File: config.mk
export PLATFORM = sky130hd
export DESIGN_NAME = breakpoint_and_step_control
export DESIGN_NICKNAME = d
export VERILOG_FILES = /design/src/rtl/bsc_pkg.sv /design/src/rtl/bsc_ram.sv /design/src/rtl/bsc_table.sv /design/src/rtl/breakpoint_and_step_control.sv
export SDC_FILE = /design/constraint.sdc
export NUM_CORES = 1
export LEC_CHECK = 0
export BUFFER_PORTS_ARGS = -buffer_cell sky130_fd_sc_hd__buf_2
export CORE_MARGIN = 3
export CORE_UTILIZATION = 30
export CTS_CLUSTER_SIZE = 30
export DETAILED_ROUTE_END_ITERATION = 8
export HOLD_SLACK_MARGIN = 0.03
export PLACE_DENSITY = 0.55
export RECOVER_POWER = 25
export SLEW_MARGIN = 10
export SYNTH_ARGS = -nofsm -noshare
export SYNTH_HDL_FRONTEND = slang
export SYNTH_SLANG_ARGS = --single-unit
File: constraint.sdc
create_clock -name clock -period 7.7 [get_ports clock]
set_input_delay 1.54 -clock clock [delete_from_list [all_inputs] [get_ports clock]]
set_output_delay 1.54 -clock clock [all_outputs]
set_load 0.1 [all_outputs]
File: src/rtl/bsc_pkg.sv
// Shared types and constants for the breakpoint and step control block.
// Used by the table engine and the top level; depends on nothing.
`timescale 1ns / 1ps

package bsc_pkg;

   localparam int UNIT_W  = 10;
   localparam int LINE_W  = 20;
   localparam int DEPTH_W = 16;
   localparam int KEY_W   = UNIT_W + LINE_W;
   localparam int CMD_W   = 3;

   typedef enum logic [2:0] {
      CMD_EVENT    = 3'd0,
      CMD_CONTINUE = 3'd1,
      CMD_STEP     = 3'd2,
      CMD_OVER     = 3'd3,
      CMD_OUT      = 3'd4,
      CMD_ADD      = 3'd5,
      CMD_REMOVE   = 3'd6
   } cmd_type;

   typedef enum logic [1:0] {
      MODE_RUNNING  = 2'd0,
      MODE_STEPPING = 2'd1,
      MODE_OVER     = 2'd2,
      MODE_OUT      = 2'd3
   } mode_type;

   typedef enum logic [1:0] {
      OP_FIND   = 2'd0,
      OP_ADD    = 2'd1,
      OP_REMOVE = 2'd2
   } eng_op_type;

   typedef enum logic [1:0] {
      ES_IDLE  = 2'd0,
      ES_SCAN  = 2'd1,
      ES_RLAST = 2'd2,
      ES_DONE  = 2'd3
   } eng_state_type;

   typedef enum logic {
      ST_IDLE = 1'b0,
      ST_WAIT = 1'b1
   } top_state_type;

   typedef struct packed {
      logic              go;
      eng_op_type        op;
      logic [UNIT_W-1:0] unit;
      logic [LINE_W-1:0] line;
   } eng_req_type;

   typedef struct packed {
      logic done;
      logic hit;
      logic full;
   } eng_rsp_type;

endpackage

File: src/rtl/bsc_ram.sv
// Generic single-clock RAM: one write port, one read port, registered read.
// No dependencies.
`timescale 1ns / 1ps

module bsc_ram #(
   parameter int WIDTH = 30,
   parameter int DEPTH = 16
) (
   input  logic                                        clock,
   input  logic                                        wr_en,
   input  logic [((DEPTH > 1) ? $clog2(DEPTH) : 1)-1:0] wr_addr,
   input  logic [WIDTH-1:0]                            wr_data,
   input  logic                                        rd_en,
   input  logic [((DEPTH > 1) ? $clog2(DEPTH) : 1)-1:0] rd_addr,
   output logic [WIDTH-1:0]                            rd_data
);

   logic [WIDTH-1:0] mem_ff [DEPTH];
   logic [WIDTH-1:0] rd_data_ff;

   always_ff @(posedge clock) begin
      if (wr_en) begin
         mem_ff[wr_addr] <= wr_data;
      end
      if (rd_en) begin
         rd_data_ff <= mem_ff[rd_addr];
      end
   end

   assign rd_data = rd_data_ff;

endmodule

File: src/rtl/bsc_table.sv
// Breakpoint table engine: scans the table RAM for a key, appends, and
// removes by moving the last entry into the freed slot. Uses bsc_pkg, bsc_ram.
`timescale 1ns / 1ps

module bsc_table #(
   parameter int CAPACITY = 16
) (
   input  logic                               clock,
   input  logic                               reset,
   input  bsc_pkg::eng_req_type               eng_req,
   output bsc_pkg::eng_rsp_type               eng_rsp,
   output logic [$clog2(CAPACITY + 1)-1:0]    count
);

   localparam int AW = (CAPACITY > 1) ? $clog2(CAPACITY) : 1;
   localparam int CW = $clog2(CAPACITY + 1);

   bsc_pkg::eng_state_type state_ff, state_in;
   bsc_pkg::eng_op_type    op_ff, op_in;
   logic [bsc_pkg::KEY_W-1:0] key_ff, key_in;
   logic [CW-1:0] count_ff, count_in;
   logic [CW-1:0] rd_ptr_ff, rd_ptr_in;
   logic          cmp_vld_ff, cmp_vld_in;
   logic [AW-1:0] cmp_idx_ff, cmp_idx_in;
   logic          found_ff, found_in;
   logic [AW-1:0] slot_ff, slot_in;
   logic          full_ff, full_in;

   logic                      wr_en;
   logic [AW-1:0]             wr_addr;
   logic [bsc_pkg::KEY_W-1:0] wr_data;
   logic                      rd_en;
   logic [AW-1:0]             rd_addr;
   logic [bsc_pkg::KEY_W-1:0] rd_data;
   logic                      match;
   logic [CW-1:0]             last;

   bsc_ram #(
      .WIDTH(bsc_pkg::KEY_W),
      .DEPTH(CAPACITY)
   ) u_ram (
      .clock  (clock),
      .wr_en  (wr_en),
      .wr_addr(wr_addr),
      .wr_data(wr_data),
      .rd_en  (rd_en),
      .rd_addr(rd_addr),
      .rd_data(rd_data)
   );

   assign match = (rd_data == key_ff);
   assign last  = count_ff - CW'(1);

   always_ff @(posedge clock) begin
      if (reset) begin
         state_ff   <= bsc_pkg::ES_IDLE;
         count_ff   <= '0;
         cmp_vld_ff <= 1'b0;
      end else begin
         state_ff   <= state_in;
         count_ff   <= count_in;
         cmp_vld_ff <= cmp_vld_in;
      end
      op_ff      <= op_in;
      key_ff     <= key_in;
      rd_ptr_ff  <= rd_ptr_in;
      cmp_idx_ff <= cmp_idx_in;
      found_ff   <= found_in;
      slot_ff    <= slot_in;
      full_ff    <= full_in;
   end

   always_comb begin
      state_in   = state_ff;
      op_in      = op_ff;
      key_in     = key_ff;
      count_in   = count_ff;
      rd_ptr_in  = rd_ptr_ff;
      cmp_vld_in = 1'b0;
      cmp_idx_in = cmp_idx_ff;
      found_in   = found_ff;
      slot_in    = slot_ff;
      full_in    = full_ff;
      wr_en      = 1'b0;
      wr_addr    = count_ff[AW-1:0];
      wr_data    = key_ff;
      rd_en      = 1'b0;
      rd_addr    = rd_ptr_ff[AW-1:0];
      eng_rsp    = '0;

      unique case (state_ff)
         bsc_pkg::ES_IDLE: begin
            if (eng_req.go) begin
               op_in     = eng_req.op;
               key_in    = {eng_req.unit, eng_req.line};
               rd_ptr_in = '0;
               found_in  = 1'b0;
               full_in   = 1'b0;
               state_in  = bsc_pkg::ES_SCAN;
            end
         end
         bsc_pkg::ES_SCAN: begin
            // Reads are issued one per cycle; each compare lands in the cycle after its read.
            if (cmp_vld_ff && match && !found_ff) begin
               found_in = 1'b1;
               slot_in  = cmp_idx_ff;
            end
            if (rd_ptr_ff < count_ff) begin
               rd_en      = 1'b1;
               cmp_vld_in = 1'b1;
               cmp_idx_in = rd_ptr_ff[AW-1:0];
               rd_ptr_in  = rd_ptr_ff + CW'(1);
            end else if (!cmp_vld_ff) begin
               state_in = bsc_pkg::ES_DONE;
               unique case (op_ff)
                  bsc_pkg::OP_ADD: begin
                     if (!found_ff) begin
                        if (count_ff == CW'(CAPACITY)) begin
                           full_in = 1'b1;
                        end else begin
                           wr_en    = 1'b1;
                           count_in = count_ff + CW'(1);
                        end
                     end
                  end
                  bsc_pkg::OP_REMOVE: begin
                     if (found_ff) begin
                        rd_en    = 1'b1;
                        rd_addr  = last[AW-1:0];
                        state_in = bsc_pkg::ES_RLAST;
                     end
                  end
                  default: begin
                  end
               endcase
            end
         end
         bsc_pkg::ES_RLAST: begin
            wr_en    = 1'b1;
            wr_addr  = slot_ff;
            wr_data  = rd_data;
            count_in = last;
            state_in = bsc_pkg::ES_DONE;
         end
         bsc_pkg::ES_DONE: begin
            eng_rsp.done = 1'b1;
            eng_rsp.hit  = found_ff;
            eng_rsp.full = full_ff;
            state_in     = bsc_pkg::ES_IDLE;
         end
         default: begin
            state_in = bsc_pkg::ES_IDLE;
         end
      endcase
   end

   assign count = count_ff;

   a_count_bound: assert property (@(posedge clock) disable iff (reset)
      count_ff <= CW'(CAPACITY))
      else $error("breakpoint count exceeds capacity");

   a_count_change: assert property (@(posedge clock) disable iff (reset)
      ($past(!reset) && !$stable(count_ff)) |->
         ($past(state_ff) == bsc_pkg::ES_SCAN || $past(state_ff) == bsc_pkg::ES_RLAST))
      else $error("breakpoint count changed outside an add or remove");

   a_cmp_in_scan: assert property (@(posedge clock) disable iff (reset)
      cmp_vld_ff |-> state_ff == bsc_pkg::ES_SCAN)
      else $error("compare pending outside the scan");

endmodule

File: src/rtl/breakpoint_and_step_control.sv
// Breakpoint and step control: one event or command per start beat. Mode
// commands, undefined commands and events while disabled answer 1 cycle after
// the accept, and the next beat may be taken on that cycle. Enabled events, adds
// and removes scan the table RAM one entry per cycle, and busy stays high until the
// strobe; a remove that hits also moves the last entry into the freed slot first.
// Synchronous reset empties the table, selects running.
`timescale 1ns / 1ps

module breakpoint_and_step_control #(
   parameter int CAPACITY = 16
) (
   input  logic                            clock,
   input  logic                            reset,
   input  logic                            start,
   output logic                            busy,
   input  logic [bsc_pkg::CMD_W-1:0]       req_command,
   input  logic [bsc_pkg::UNIT_W-1:0]      req_unit_number,
   input  logic [bsc_pkg::LINE_W-1:0]      req_line_number,
   input  logic [bsc_pkg::DEPTH_W-1:0]     req_call_depth,
   output logic                            rsp_valid,
   output logic                            rsp_stop,
   output logic                            rsp_breakpoint_hit,
   output logic [1:0]                      rsp_run_mode,
   output logic [$clog2(CAPACITY + 1)-1:0] rsp_entry_count,
   output logic                            rsp_table_full,
   input  logic                            csr_valid,
   output logic                            csr_ready,
   input  logic                            csr_data
);

   localparam int CW = $clog2(CAPACITY + 1);

   bsc_pkg::top_state_type state_ff, state_in;
   bsc_pkg::mode_type      mode_ff, mode_in;
   logic [bsc_pkg::DEPTH_W-1:0] rest_depth_ff, rest_depth_in;
   logic          enable_ff;
   logic          is_event_ff, is_event_in;
   logic          by_mode_ff, by_mode_in;
   logic          rsp_valid_ff, rsp_valid_in;
   logic          rsp_stop_ff, rsp_stop_in;
   logic          rsp_hit_ff, rsp_hit_in;
   logic [1:0]    rsp_mode_ff, rsp_mode_in;
   logic [CW-1:0] rsp_count_ff, rsp_count_in;
   logic          rsp_full_ff, rsp_full_in;

   bsc_pkg::eng_req_type eng_req;
   bsc_pkg::eng_rsp_type eng_rsp;
   logic [CW-1:0]        count;
   logic                 by_mode;
   bsc_pkg::cmd_type     cmd;

   bsc_table #(
      .CAPACITY(CAPACITY)
   ) u_table (
      .clock  (clock),
      .reset  (reset),
      .eng_req(eng_req),
      .eng_rsp(eng_rsp),
      .count  (count)
   );

   assign cmd       = bsc_pkg::cmd_type'(req_command);
   assign csr_ready = 1'b1;

   always_comb begin
      unique case (mode_ff)
         bsc_pkg::MODE_STEPPING: by_mode = 1'b1;
         bsc_pkg::MODE_OVER:     by_mode = (req_call_depth <= rest_depth_ff);
         bsc_pkg::MODE_OUT:      by_mode = (req_call_depth < rest_depth_ff);
         default:                by_mode = 1'b0;
      endcase
   end

   always_ff @(posedge clock) begin
      if (reset) begin
         state_ff      <= bsc_pkg::ST_IDLE;
         mode_ff       <= bsc_pkg::MODE_RUNNING;
         rest_depth_ff <= '0;
         enable_ff     <= 1'b0;
         rsp_valid_ff  <= 1'b0;
      end else begin
         state_ff      <= state_in;
         mode_ff       <= mode_in;
         rest_depth_ff <= rest_depth_in;
         rsp_valid_ff  <= rsp_valid_in;
         if (csr_valid && csr_ready) begin
            enable_ff <= csr_data;
         end
      end
      is_event_ff  <= is_event_in;
      by_mode_ff   <= by_mode_in;
      rsp_stop_ff  <= rsp_stop_in;
      rsp_hit_ff   <= rsp_hit_in;
      rsp_mode_ff  <= rsp_mode_in;
      rsp_count_ff <= rsp_count_in;
      rsp_full_ff  <= rsp_full_in;
   end

   always_comb begin
      state_in      = state_ff;
      mode_in       = mode_ff;
      rest_depth_in = rest_depth_ff;
      is_event_in   = is_event_ff;
      by_mode_in    = by_mode_ff;
      rsp_valid_in  = 1'b0;
      rsp_stop_in   = 1'b0;
      rsp_hit_in    = 1'b0;
      rsp_mode_in   = mode_ff;
      rsp_count_in  = count;
      rsp_full_in   = 1'b0;
      eng_req.go    = 1'b0;
      eng_req.op    = bsc_pkg::OP_FIND;
      eng_req.unit  = req_unit_number;
      eng_req.line  = req_line_number;

      unique case (state_ff)
         bsc_pkg::ST_IDLE: begin
            if (start) begin
               is_event_in = 1'b0;
               // A mode command answers on the next cycle; table work waits.
               rsp_valid_in = 1'b1;
               unique case (cmd)
                  bsc_pkg::CMD_EVENT: begin
                     if (enable_ff) begin
                        eng_req.go   = 1'b1;
                        is_event_in  = 1'b1;
                        by_mode_in   = by_mode;
                        rsp_valid_in = 1'b0;
                        state_in     = bsc_pkg::ST_WAIT;
                     end
                  end
                  bsc_pkg::CMD_CONTINUE: mode_in = bsc_pkg::MODE_RUNNING;
                  bsc_pkg::CMD_STEP:     mode_in = bsc_pkg::MODE_STEPPING;
                  bsc_pkg::CMD_OVER: begin
                     mode_in       = bsc_pkg::MODE_OVER;
                     rest_depth_in = req_call_depth;
                  end
                  bsc_pkg::CMD_OUT: begin
                     mode_in       = bsc_pkg::MODE_OUT;
                     rest_depth_in = req_call_depth;
                  end
                  bsc_pkg::CMD_ADD: begin
                     eng_req.go   = 1'b1;
                     eng_req.op   = bsc_pkg::OP_ADD;
                     rsp_valid_in = 1'b0;
                     state_in     = bsc_pkg::ST_WAIT;
                  end
                  bsc_pkg::CMD_REMOVE: begin
                     eng_req.go   = 1'b1;
                     eng_req.op   = bsc_pkg::OP_REMOVE;
                     rsp_valid_in = 1'b0;
                     state_in     = bsc_pkg::ST_WAIT;
                  end
                  default: begin
                  end
               endcase
               rsp_mode_in = mode_in;
            end
         end
         bsc_pkg::ST_WAIT: begin
            if (eng_rsp.done) begin
               rsp_valid_in = 1'b1;
               rsp_hit_in   = is_event_ff & eng_rsp.hit;
               rsp_stop_in  = is_event_ff & (eng_rsp.hit | by_mode_ff);
               rsp_full_in  = eng_rsp.full;
               state_in     = bsc_pkg::ST_IDLE;
            end
         end
         default: begin
            state_in = bsc_pkg::ST_IDLE;
         end
      endcase
   end

   assign busy               = (state_ff != bsc_pkg::ST_IDLE);
   assign rsp_valid          = rsp_valid_ff;
   assign rsp_stop           = rsp_stop_ff;
   assign rsp_breakpoint_hit = rsp_hit_ff;
   assign rsp_run_mode       = rsp_mode_ff;
   assign rsp_entry_count    = rsp_count_ff;
   assign rsp_table_full     = rsp_full_ff;

   a_hit_stops: assert property (@(posedge clock) disable iff (reset)
      rsp_valid && rsp_breakpoint_hit |-> rsp_stop)
      else $error("breakpoint hit reported without a stop");

   a_full_count: assert property (@(posedge clock) disable iff (reset)
      rsp_valid && rsp_table_full |-> rsp_entry_count == CW'(CAPACITY))
      else $error("dropped add reported while the table has room");

   a_done_in_wait: assert property (@(posedge clock) disable iff (reset)
      eng_rsp.done |-> state_ff == bsc_pkg::ST_WAIT)
      else $error("table engine finished with no item waiting");

endmodule

==> results of run 1 <==
==> kinds of logic (layout without fill, tap and decap cells) <==
kind of cell,count (synthesis),count (layout),share of synthesized area (%)
fa+ha+maj,28,28,1.465
flops,598,598,73.45
xor+xnor,41,41,1.501
simple gates,187,187,4.128
mux,290,290,12.30
compound gates,186,186,4.975
buf+inv,104,233,2.171
other cells,1,1,0.01568
==> layout make-up <==
| type | instances | area (um2) |
|---|---|---|
| clock buffer | 71 | 1500 |
| clock inverter | 33 | 329.1 |
| fill | 7353 | 50740 |
| inverter | 31 | 116.4 |
| multi-input combinational | 733 | 6103 |
| sequential | 598 | 17570 |
| tap | 1040 | 1301 |
| timing repair buffer | 98 | 570.5 |
==> worst max-delay path: stages, from the launching register on <==
cell and delay, ps:
sky130_fd_sc_hd__dfxtp_1 340, sky130_fd_sc_hd__inv_1 110, sky130_fd_sc_hd__ha_1 150, sky130_fd_sc_hd__clkbuf_1 2660
sky130_fd_sc_hd__a31oi_1 1280, sky130_fd_sc_hd__nor2_4 320, sky130_fd_sc_hd__buf_4 650
==> metal layers <==
metal	vias to the layer above	wire length (um)	track usage (%)
met5	-	0	0
met4	0	1454	4.179
met3	88	3155	2.123
met2	349	27620	22.64
met1	6653	27500	19.98
li1	5803	-	-
==> power groups by stage <==
| stage | Clock, mW | Sequential (mW) | Combinational [mW] |
|---|---|---|---|
| after detailed placement | 0 | 3.94 | 1.89 |
| after CTS | 2.82 | 3.87 | 1.90 |
| after floorplan | 0 | 3.93 | 1.40 |
| after global routing | 2.94 | 3.88 | 2.03 |
| final | 2.74 | 3.87 | 1.89 |
| after global placement | 0 | 3.93 | 1.86 |
==> worst min-delay path by stage <==
stage	endpoint	cells after the start	from	slack, ps
floorplan	rsp_entry_count[2]	0	u_table.count[2]	330
global placement	rsp_entry_count[4]	0	u_table.count[4]	370
detailed placement	rsp_entry_count[4]	0	u_table.count[4]	380
CTS	rsp_entry_count[4]	0	u_table.count[4]	390
global route	rsp_entry_count[4]	0	u_table.count[4]	400
finish	rsp_entry_count[4]	0	u_table.count[4]	390
==> cell usage after synthesis, types with 4 or more instances <==
cell type	count	area share, %
sky130_fd_sc_hd__a31oi_1	6	0.16
sky130_fd_sc_hd__dfxtp_1	39	3.3
sky130_fd_sc_hd__o21ai_0	13	0.27
sky130_fd_sc_hd__nor2_1	64	1.0
sky130_fd_sc_hd__clkbuf_1	30	0.47
sky130_fd_sc_hd__xnor2_1	31	1.1
sky130_fd_sc_hd__nand2_1	27	0.42
sky130_fd_sc_hd__ha_1	28	1.5
sky130_fd_sc_hd__nor3b_1	4	0.13
sky130_fd_sc_hd__inv_1	31	0.49
sky130_fd_sc_hd__mux2_2	31	1.5
sky130_fd_sc_hd__mux2i_1	259	11
sky130_fd_sc_hd__a211oi_1	4	0.13
sky130_fd_sc_hd__nor4_1	6	0.16
sky130_fd_sc_hd__buf_6	11	0.52
sky130_fd_sc_hd__a21oi_1	19	0.40
sky130_fd_sc_hd__buf_2	25	0.52
sky130_fd_sc_hd__o22ai_1	120	3.1
sky130_fd_sc_hd__buf_4	4	0.13
sky130_fd_sc_hd__nand3_1	9	0.19
sky130_fd_sc_hd__edfxtp_1	559	70
sky130_fd_sc_hd__nor2b_1	7	0.18
sky130_fd_sc_hd__or4_1	30	0.94
sky130_fd_sc_hd__xor2_1	10	0.37
sky130_fd_sc_hd__nand4_1	12	0.31
sky130_fd_sc_hd__nor3_1	11	0.23
==> registers in the layout, indices dropped and copies added, names as in the netlist, 2 cells and up <==
| signal | count |
|---|---|
| u_table.key_ff | 30 |
| rsp_entry_count | 5 |
| u_table.slot_ff | 4 |
| rsp_run_mode | 2 |
| u_table.op_ff | 2 |
| u_table.rd_ptr_ff | 5 |
| rest_depth_ff | 16 |
| u_table.u_ram.rd_data | 30 |
| u_table.u_ram.mem_ff | 480 |
| mode_ff | 2 |
| u_table.count | 5 |
| u_table.cmp_idx_ff | 4 |
| u_table.state_ff | 2 |
==> metrics by stage <==
stage / std cells / hold slack [ps] / worst slack (ps) / utilization, %
2_1_floorplan: 1435 / 325.8 / 4146 / -
3_3_place_gp: 2500 / 373.6 / 3286 / 32.81
3_5_place_dp: 2500 / 377.9 / 3097 / 32.81
4_1_cts: 2604 / 392.2 / 3098 / 35.15
5_1_grt: 2604 / 398.6 / 1522 / 35.14
6_report: 2604 / 389.9 / 1776 / 35.14
==> PnR_summary.wiki, run 1 <==
{| class="wikitable"
! Metric !! Value
|-
| Number of antenna repair diodes || 0
|-
| Wire length of the first global-routing pass || 86.10 mm
|-
| Combinational share of power || 22.2%
|-
| Fraction of power spent switching nets || 28.79%
|-
| Antenna violations before repair || 0
|-
| Drt pass-1 iters || 5
|-
| Clock share of power || 32.3%
|-
| Count of maximum capacitance violations || 1
|-
| Row cnt || 102
|-
| Worst Path Required || 7950 ps
|-
| Vert. Die Dim || 288.4 um
|-
| Average vias per placed instance || 4.951
|-
| Setup crit end || u_table.u_ram.mem_ff[11][13]
|-
| Share of post-route cells with drive strength above 1 || 13.68%
|-
| Via Count || 12,890
|-
| Global placement routability congestion || 0.7739
|-
| Post-synthesis area per instance || 16.67 um2
|-
| Detail Route Antenna Nets || 0
|-
| H-tree Lvls || 2
|-
| Number of buffers added by the clock tree synthesis step || 57
|-
| Final instance area || 27,490 um2
|-
| Switching power || 2.449 mW
|-
| Tightest slew margin relative to the limit || -153.8%
|-
| Num Clock Sinks || 598
|-
| Number of design rule violations left after detail routing || 0
|-
| Number of enable flip-flop cells after synthesis || 559
|-
| Unrepaired setup endpoints after global routing || false
|-
| Part of the power in registers || 45.5%
|-
| Most frequent cells in the layout || sky130_fd_sc_hd__edfxtp_1, sky130_fd_sc_hd__mux2i_1, sky130_fd_sc_hd__o22ai_1, sky130_fd_sc_hd__clkbuf_16, sky130_fd_sc_hd__buf_2
|-
| Starting Density || 30.57%
|-
| Total standard cell area after synthesis || 23,920 um2
|-
| Post-cts hold buffer count || 0
|-
| Setup Viol. Count Final || 0
|-
| Post-CTS Resized || 0
|-
| Clock latency at the later pin of the worst-skew pair || 630 ps
|-
| Failing checks || max-capacitance violations, max-slew violations
|-
| Most common cell after layout, fill and taps aside || sky130_fd_sc_hd__edfxtp_1
|-
| Final net count || 1,601
|-
| DRT Wirelength || 59.73 mm
|-
| R2R Setup Slk || 1780 ps
|-
| Cell internal pwr || 6.058 mW
|-
| Avg WL per Cell || 22.94 um
|-
| Layout Area Growth over Synthesis || 14.92%
|-
| Endpoint of the worst register-to-register path || u_table.u_ram.mem_ff[11][13]
|-
| Top_reg_cell synth || sky130_fd_sc_hd__edfxtp_1
|-
| Start point of the critical path || u_table.state_ff[0]
|-
| Clock tree from TritonCTS || yes
|-
| Overall fraction of global-route tracks in use || 14.15%
|-
| Clk pin slew, worst setup/hold paths || 60 ps
|-
| Syn Inst Count || 1,435
|-
| Distinct cells, synth || 55
|-
| Final global-route overflow total || 0
|-
| Width of the die || 288.4 um
|-
| Yosys warns || 0
|-
| Leak || 9.207 nW
|-
| Biggest fanout along the worst timing path || 54
|-
| Core footprint || 78,230 um2
|-
| Pwr Density || 309.5 nW/um2
|-
| Setup TNS after final layout || 0 ps
|-
| Maximum ir drop on the vdd rail || 0.2934 mV
|-
| Final count of hold timing violations || 0
|-
| Minimum clock period || 5924 ps
|-
| Port Buffers || 65
|-
| Endpoint kind of the worst setup timing path || flop
|-
| Final Max Slew Viols || 55
|-
| Count of pins on the block boundary || 67
|-
| Net count after synthesis || 1,517
|-
| Iteration-0 DRC count of the detailed router || 1,014
|-
| Synthesis-stage register bit count || 598
|-
| Setup Fix Bufs, Post-CTS || 0
|-
| Vias in the first global route || 12,740
|-
| Largest net degree at the start of global routing || 139
|-
| Worst hold path class || flop to flop
|-
| Sequential area share after synthesis || 73.45%
|-
| Type of the worst setup path || flop to flop
|-
| Cells on worst reg2reg path || 6
|-
| Total design power || 8.507 mW
|-
| Post-place instance area || 25,670 um2
|-
| Achievable Freq || 168.8 MHz
|-
| Clk Tree Root Cell || sky130_fd_sc_hd__clkbuf_16
|-
| Crit Reg-Reg Startpoint || u_table.state_ff[0]
|-
| Worst slew pin tran || 3807 ps
|-
| Worst path arrival time || 6170 ps
|-
| Final worst path period share || 76.93%
|-
| Share of flip-flops with an asynchronous set or reset || 0%
|-
| DIE AREA || 83,150 um2
|-
| Number of buffers between clock root and the deepest sink || 3
|-
| Outcome || finished with violations
|-
| Clock skew after layout || 26.12 ps
|-
| Startpoint Class || flop
|-
| HPWL after detailed placement || 29.29 mm
|}
Power figures use the tool's default switching activity.
==> run 2, diff against run 1 <==
Settings changed: PLACE_DENSITY 0.55 to 0.57.
Clock period 7.7 ns to 4.8 ns, I/O delays scaled along.
==> PnR_summary.wiki, run 2 (synthesized netlist as in run 1, its figures left out) <==
{| class="wikitable"
! Metric !! Value
|-
| Outcome || finished with violations (unchanged)
|-
| Failing checks || max-capacitance violations, max-slew violations (unchanged)
|-
| End of the worst hold path || rsp_entry_count[4] (unchanged)
|-
| Post-CTS Resized || 0 (unchanged)
|-
| Biggest fanout along the worst timing path || 62 (was 54)
|-
| Average vias per placed instance || 4.900 (was 4.951)
|-
| Number of placed instances with taps included || 2,507 (was 2,500)
|-
| Final net count || 1,610 (was 1,601)
|-
| Multi-input combinational cell area || 6091 um2 (was 6103 um2)
|-
| Post-place instance area || 25,860 um2 (was 25,670 um2)
|-
| H-tree Lvls || 2 (unchanged)
|-
| Number of buffers between clock root and the deepest sink || 3 (unchanged)
|-
| Startpoint of the lowest-slack hold path || u_table.count[4] (unchanged)
|-
| Max FFs per register || 480 (unchanged)
|-
| Worst Hold Depth || 0 (unchanged)
|-
| Dpl ws || 914.7 ps (was 3097 ps)
|-
| Endpoint of the worst register-to-register path || u_table.u_ram.rd_data[4] (was u_table.u_ram.mem_ff[11][13])
|-
| Sequential standard cell area || 17,570 um2 (unchanged)
|-
| Detail Route Antenna Nets || 0 (unchanged)
|-
| Num Clock Sinks || 598 (unchanged)
|-
| Layout Area Growth over Synthesis || 16.37% (was 14.92%)
|-
| Tightest slew margin relative to the limit || -37.48% (was -153.8%)
|-
| Minimum clock period || 4045 ps (was 5924 ps)
|-
| Number of design rule violations left after detail routing || 0 (unchanged)
|-
| Endpoint kind of the worst setup timing path || flop (unchanged)
|-
| Worst Path Required || 5180 ps (was 7950 ps)
|-
| Startpoint Class || flop (unchanged)
|-
| Clock latency at the later pin of the worst-skew pair || 650 ps (was 630 ps)
|-
| Antenna violations before repair || 0 (unchanged)
|-
| Count of pins on the block boundary || 67 (unchanged)
|-
| Largest net degree at the start of global routing || 71 (was 139)
|-
| Worst path arrival time || 4420 ps (was 6170 ps)
|-
| Most frequent cells in the layout || sky130_fd_sc_hd__edfxtp_1, sky130_fd_sc_hd__mux2i_1, sky130_fd_sc_hd__o22ai_1, sky130_fd_sc_hd__clkbuf_16, sky130_fd_sc_hd__buf_2 (unchanged)
|-
| Iteration-0 DRC count of the detailed router || 1,085 (was 1,014)
|-
| Crit Reg-Reg Startpoint || u_table.count[2] (was u_table.state_ff[0])
|-
| Starting Density || 30.57% (unchanged)
|-
| Unrepaired setup endpoints after global routing || false (unchanged)
|-
| Number of inserted filler cells in the final layout || 7,326 (was 7,353)
|-
| Final instance area || 27,830 um2 (was 27,490 um2)
|-
| Worst slew pin tran || 2062 ps (was 3807 ps)
|-
| Overall fraction of global-route tracks in use || 13.69% (was 14.15%)
|-
| Vert. Die Dim || 288.4 um (unchanged)
|-
| Drt pass-1 iters || 4 (was 5)
|-
| R2R Setup Slk || 760 ps (was 1780 ps)
|-
| Total design power || 14.03 mW (was 8.507 mW)
|-
| Vias in the first global route || 12,900 (was 12,740)
|-
| DIE AREA || 83,150 um2 (unchanged)
|-
| Setup Fix Bufs, Post-CTS || 0 (unchanged)
|-
| DRT Wirelength || 57.55 mm (was 59.73 mm)
|-
| Share of post-route cells with drive strength above 1 || 14.26% (was 13.68%)
|-
| HPWL after detailed placement || 32.77 mm (was 29.29 mm)
|-
| Number of buffers added by the clock tree synthesis step || 59 (was 57)
|-
| Avg WL per Cell || 21.98 um (was 22.94 um)
|-
| Number of antenna repair diodes || 0 (unchanged)
|-
| Wire length of the first global-routing pass || 84.44 mm (was 86.10 mm)
|-
| Setup Viol. Count Final || 0 (unchanged)
|-
| Clk Tree Root Cell || sky130_fd_sc_hd__clkbuf_16 (unchanged)
|-
| Worst hold path class || flop to flop (unchanged)
|-
| Critical-path cell list || inv_1, ha_1, a211oi_1, or2_0, nor2_1, a211oi_4, buf_4, buf_12, mux2i_1, o22ai_1, or4_1 (was inv_1, ha_1, clkbuf_1, a31oi_1, nor2_4, buf_4)
|-
| Final setup slack of the worst path || 755.0 ps (was 1776 ps)
|-
| Pwr Density || 504.0 nW/um2 (was 309.5 nW/um2)
|-
| Final instance count without filler cells || 2,618 (was 2,604)
|-
| Post-cts hold buffer count || 0 (unchanged)
|-
| Biggest cell delay along the critical path || 510 ps (was 2660 ps)
|-
| Final global-route overflow total || 0 (unchanged)
|-
| Type of the worst setup path || flop to flop (unchanged)
|-
| Final Max Slew Viols || 93 (was 55)
|-
| Clock skew after layout || 46.05 ps (was 26.12 ps)
|-
| Most common cell after layout, fill and taps aside || sky130_fd_sc_hd__edfxtp_1 (unchanged)
|-
| Final worst path period share || 84.27% (was 76.93%)
|-
| Register ranked first by flip-flop count || u_table.u_ram.mem_ff (unchanged)
|-
| Start point of the critical path || u_table.count[2] (was u_table.state_ff[0])
|-
| Via Count || 12,830 (was 12,890)
|-
| Core footprint || 78,230 um2 (unchanged)
|-
| Clock tree from TritonCTS || yes (unchanged)
|-
| Port Buffers || 65 (unchanged)
|-
| Leak || 9.312 nW (was 9.207 nW)
|-
| Row cnt || 102 (unchanged)
|-
| Setup TNS after final layout || 0 ps (unchanged)
|-
| Final count of hold timing violations || 0 (unchanged)
|-
| Cells on worst reg2reg path || 11 (was 6)
|-
| Cell with the largest stage delay on the worst path || sky130_fd_sc_hd__dfxtp_1 (was sky130_fd_sc_hd__clkbuf_1)
|-
| Global placement routability congestion || 0.7951 (was 0.7739)
|-
| Count of maximum capacitance violations || 4 (was 1)
|-
| Achievable Freq || 247.2 MHz (was 168.8 MHz)
|-
| Maximum ir drop on the vdd rail || 0.3104 mV (was 0.2934 mV)
|-
| Width of the die || 288.4 um (unchanged)
|-
| Clk pin slew, worst setup/hold paths || 60 ps (about the same)
|}
## run 2: per-layer routing
metal / up-vias / routed length, um / global-route usage, %
li1: 5852 / - / -
met3: 95 / 3301 / 2.455
met1: 6532 / 26290 / 19.18
met4: 0 / 1506 / 4.141
met2: 350 / 26450 / 21.72
met5: - / 0 / 0
## run 2: where the power goes
part / switching (mW) / internal [mW]
Combinational: 1.85 / 1.22
Sequential: 0.149 / 6.07
Clock: 1.99 / 2.75
Total: 3.99 / 10.0
## run 2: metrics by stage
| stage | utilization (%) | hold slack, ps |
|---|---|---|
| floorplan | - | 325.8 |
| global placement | 33.05 | 382.8 |
| detailed placement | 33.05 | 381.8 |
| CTS | 35.62 | 392.1 |
| global route | 35.58 | 400.3 |
| finish | 35.58 | 386.9 |
## run 2: worst max-delay path by stage
stage	cells past startpoint	slack, ps	to
final	11	760	u_table.u_ram.rd_data[4]
after global routing	5	490	u_table.u_ram.mem_ff[13][16]
after CTS	10	890	u_table.u_ram.rd_data[11]
after detailed placement	10	910	u_table.u_ram.rd_data[27]
after global placement	11	960	u_table.u_ram.rd_data[4]
after floorplan	10	1300	u_table.u_ram.mem_ff[10][0]
## run 2: worst max-delay path: cells and delay by family, from the launching register on
| kind | cells | cell delay [ps] |
|---|---|---|
| and+or+nand+nor | 3 | 970 |
| buffers and inverters | 3 | 880 |
| AOI/OAI and AO/OA | 3 | 640 |
| DFF | 1 | 510 |
| muxes | 1 | 380 |
| adders and majority gates | 1 | 350 |
## run 2: layout make-up
class	instances	share of cell area (%)
clock buffers	68	5.426
inverters	31	0.4181
multi-input cells	733	21.88
flip-flops and latches	598	63.11
clock inverters	43	1.789
well taps	1040	4.675
repair buffers	105	2.697
==> run 3, diff against run 2 <==
Settings changed: PLACE_DENSITY 0.57 to 0.55.
Clock period 4.8 ns to 3.9 ns, I/O delays scaled along.
==> PnR_summary.wiki, run 3 (synthesized netlist as in run 1, its figures left out) <==
{| class="wikitable"
! Metric !! Value
|-
| Drt pass-1 iters || 5 (was 4)
|-
| Layout Area Growth over Synthesis || 17.17% (was 16.37%)
|-
| Detail Route Antenna Nets || 0 (unchanged)
|-
| Failing checks || max-capacitance violations, max-slew violations (unchanged)
|-
| Port Buffers || 65 (unchanged)
|-
| Number of buffers between clock root and the deepest sink || 3 (unchanged)
|-
| Max FFs per register || 480 (unchanged)
|-
| Number of antenna repair diodes || 0 (unchanged)
|-
| Type of the worst setup path || flop to flop (unchanged)
|-
| Avg WL per Cell || 22.35 um (was 21.98 um)
|-
| Worst hold path class || input port to flop (was flop to flop)
|-
| Number of inserted filler cells in the final layout || 7,323 (was 7,326)
|-
| Final instance count without filler cells || 2,637 (was 2,618)
|-
| Average vias per placed instance || 4.917 (was 4.900)
|-
| Num Clock Sinks || 598 (unchanged)
|-
| Overall fraction of global-route tracks in use || 14.01% (was 13.69%)
|-
| Clock latency at the later pin of the worst-skew pair || 650 ps (about the same)
|-
| Setup TNS after final layout || 0 ps (unchanged)
|-
| Endpoint of the worst register-to-register path || u_table.u_ram.rd_data[29] (was u_table.u_ram.rd_data[4])
|-
| DIE AREA || 83,150 um2 (unchanged)
|-
| Register ranked first by flip-flop count || u_table.u_ram.mem_ff (unchanged)
|-
| Worst slew pin tran || 1734 ps (was 2062 ps)
|-
| Achievable Freq || 274.6 MHz (was 247.2 MHz)
|-
| Most frequent cells in the layout || sky130_fd_sc_hd__edfxtp_1, sky130_fd_sc_hd__mux2i_1, sky130_fd_sc_hd__o22ai_1, sky130_fd_sc_hd__clkbuf_16, sky130_fd_sc_hd__nor2_1 (was sky130_fd_sc_hd__edfxtp_1, sky130_fd_sc_hd__mux2i_1, sky130_fd_sc_hd__o22ai_1, sky130_fd_sc_hd__clkbuf_16, sky130_fd_sc_hd__buf_2)
|-
| Count of pins on the block boundary || 67 (unchanged)
|-
| End of the worst hold path || u_table.key_ff[19] (was rsp_entry_count[4])
|-
| Vias in the first global route || 12,820 (was 12,900)
|-
| Largest net degree at the start of global routing || 38 (was 71)
|-
| Most common cell after layout, fill and taps aside || sky130_fd_sc_hd__edfxtp_1 (unchanged)
|-
| Clk pin slew, worst setup/hold paths || 60 ps (about the same)
|-
| Pwr Density || 612.1 nW/um2 (was 504.0 nW/um2)
|-
| Vert. Die Dim || 288.4 um (unchanged)
|-
| Number of buffers added by the clock tree synthesis step || 59 (unchanged)
|-
| Global placement routability congestion || 0.7860 (was 0.7951)
|-
| Final net count || 1,636 (was 1,610)
|-
| Clk Tree Root Cell || sky130_fd_sc_hd__clkbuf_16 (unchanged)
|-
| WHS || 300.4 ps (was 386.9 ps)
|-
| Biggest fanout along the worst timing path || 24 (was 62)
|-
| Via Count || 12,970 (was 12,830)
|-
| Leak || 9.402 nW (was 9.312 nW)
|-
| Iteration-0 DRC count of the detailed router || 921 (was 1,085)
|-
| DRT Wirelength || 58.93 mm (was 57.55 mm)
|-
| Crit Reg-Reg Startpoint || u_table.count[3] (was u_table.count[2])
|-
| Worst path arrival time || 4010 ps (was 4420 ps)
|-
| Post-cts hold buffer count || 0 (unchanged)
|-
| Worst Hold Depth || 1 (was 0)
|-
| Endpoint kind of the worst setup timing path || flop (unchanged)
|-
| H-tree Lvls || 2 (unchanged)
|-
| Number of design rule violations left after detail routing || 0 (unchanged)
|-
| Final worst path period share || 93.37% (was 84.27%)
|-
| Number of placed instances with taps included || 2,533 (was 2,507)
|-
| Final setup slack of the worst path || 258.4 ps (was 755.0 ps)
|-
| Row cnt || 102 (unchanged)
|-
| Outcome || finished with violations (unchanged)
|-
| Final count of hold timing violations || 0 (unchanged)
|-
| Dpl ws || 210.8 ps (was 914.7 ps)
|-
| Unrepaired setup endpoints after global routing || false (unchanged)
|-
| Worst Path Required || 4260 ps (was 5180 ps)
|-
| Count of maximum capacitance violations || 1 (was 4)
|-
| Starting Density || 30.57% (unchanged)
|-
| Maximum ir drop on the vdd rail || 0.3711 mV (was 0.3104 mV)
|-
| Wire length of the first global-routing pass || 85.53 mm (was 84.44 mm)
|-
| R2R Setup Slk || 260 ps (was 760 ps)
|-
| Cells on worst reg2reg path || 11 (unchanged)
|-
| Width of the die || 288.4 um (unchanged)
|-
| Clock tree from TritonCTS || yes (unchanged)
|-
| Startpoint Class || flop (unchanged)
|-
| HPWL after detailed placement || 33.58 mm (was 32.77 mm)
|-
| Tightest slew margin relative to the limit || -15.64% (was -37.48%)
|-
| Setup Viol. Count Final || 0 (unchanged)
|-
| Minimum clock period || 3642 ps (was 4045 ps)
|-
| Final global-route overflow total || 0 (unchanged)
|-
| Clock skew after layout || 58.29 ps (was 46.05 ps)
|-
| Startpoint of the lowest-slack hold path || req_line_number[19] (was u_table.count[4])
|-
| Core footprint || 78,230 um2 (unchanged)
|-
| Antenna violations before repair || 1 (was 0)
|-
| Share of post-route cells with drive strength above 1 || 15.15% (was 14.26%)
|-
| Final Max Slew Viols || 15 (was 93)
|}
==> run 3: changes by cell type in the layout (fill, tap and decap cells not counted), sizes merged <==
cell,before,now
inv,32,33
buf,87,105
clkinvlp,7,5
bufinv,9,6
clkbuf,86,92
clkinv,26,25
==> run 3: layout make-up <==
cell class | instances | area, um2 | area share (%)
clock buffer | 66 | 1503 | 5.362
clock inverter | 38 | 406.6 | 1.451
inverter | 31 | 116.4 | 0.4152
multi-input combinational | 733 | 6093 | 21.74
sequential | 598 | 17570 | 62.69
tap | 1040 | 1301 | 4.643
timing repair buffer | 131 | 1037 | 3.701
==> run 3: timing repair <==
action / 4_1_cts / 5_1_grt
setup buffers: 0 / 0
setup endpoints to repair: 0 / 8
gates resized for setup: 0 / 2
==> run 3: power breakdown <==
| group | internal, mW | total, mW | switching, mW |
|---|---|---|---|
| Sequential | 7.47 | 7.61 | 0.141 |
| Clock | 3.18 | 5.60 | 2.42 |
| Combinational | 1.58 | 3.95 | 2.37 |
==> run 3: metal layers <==
layer | track usage (%) | vias up | part of all wire, %
met5 | 0 | - | 0
met4 | 3.343 | 0 | 2.1
met3 | 2.565 | 88 | 5.6
met2 | 21.76 | 356 | 45
met1 | 20.34 | 6645 | 47
li1 | - | 5878 | -
==> run 3: stage by stage <==
stage	instance area, um2	power (mW)	util, %
after floorplan	23920	10.53	-
after global placement	26170	11.65	33.45
after detailed placement	26170	11.73	33.45
after CTS	28080	17.35	35.89
after global routing	28030	17.87	35.82
final	28030	17.15	35.82
==> run 3: worst max-delay path, stage by stage, from the launching register on <==
cell and delay [ps]:
sky130_fd_sc_hd__dfxtp_1 530, sky130_fd_sc_hd__inv_1 140, sky130_fd_sc_hd__ha_1 320, sky130_fd_sc_hd__o21ai_0 280
sky130_fd_sc_hd__or2_1 290, sky130_fd_sc_hd__nor2_1 110, sky130_fd_sc_hd__a211oi_4 330, sky130_fd_sc_hd__buf_12 260
sky130_fd_sc_hd__buf_4 280, sky130_fd_sc_hd__mux2i_1 220, sky130_fd_sc_hd__o22ai_1 90, sky130_fd_sc_hd__or4_1 510
==> run 3: worst max-delay path by stage <==
stage                                        endpoint  slack, ps             start  cells past startpoint
after floorplan           u_table.u_ram.mem_ff[10][0]        400  u_table.count[3]                     10
after global placement      u_table.u_ram.rd_data[19]        360  u_table.count[1]                     11
after detailed placement    u_table.u_ram.rd_data[19]        210  u_table.count[1]                     11
after CTS                   u_table.u_ram.rd_data[19]        170  u_table.count[1]                     11
after global routing         u_table.u_ram.rd_data[9]         30  u_table.count[3]                     11
final                       u_table.u_ram.rd_data[29]        260  u_table.count[3]                     11
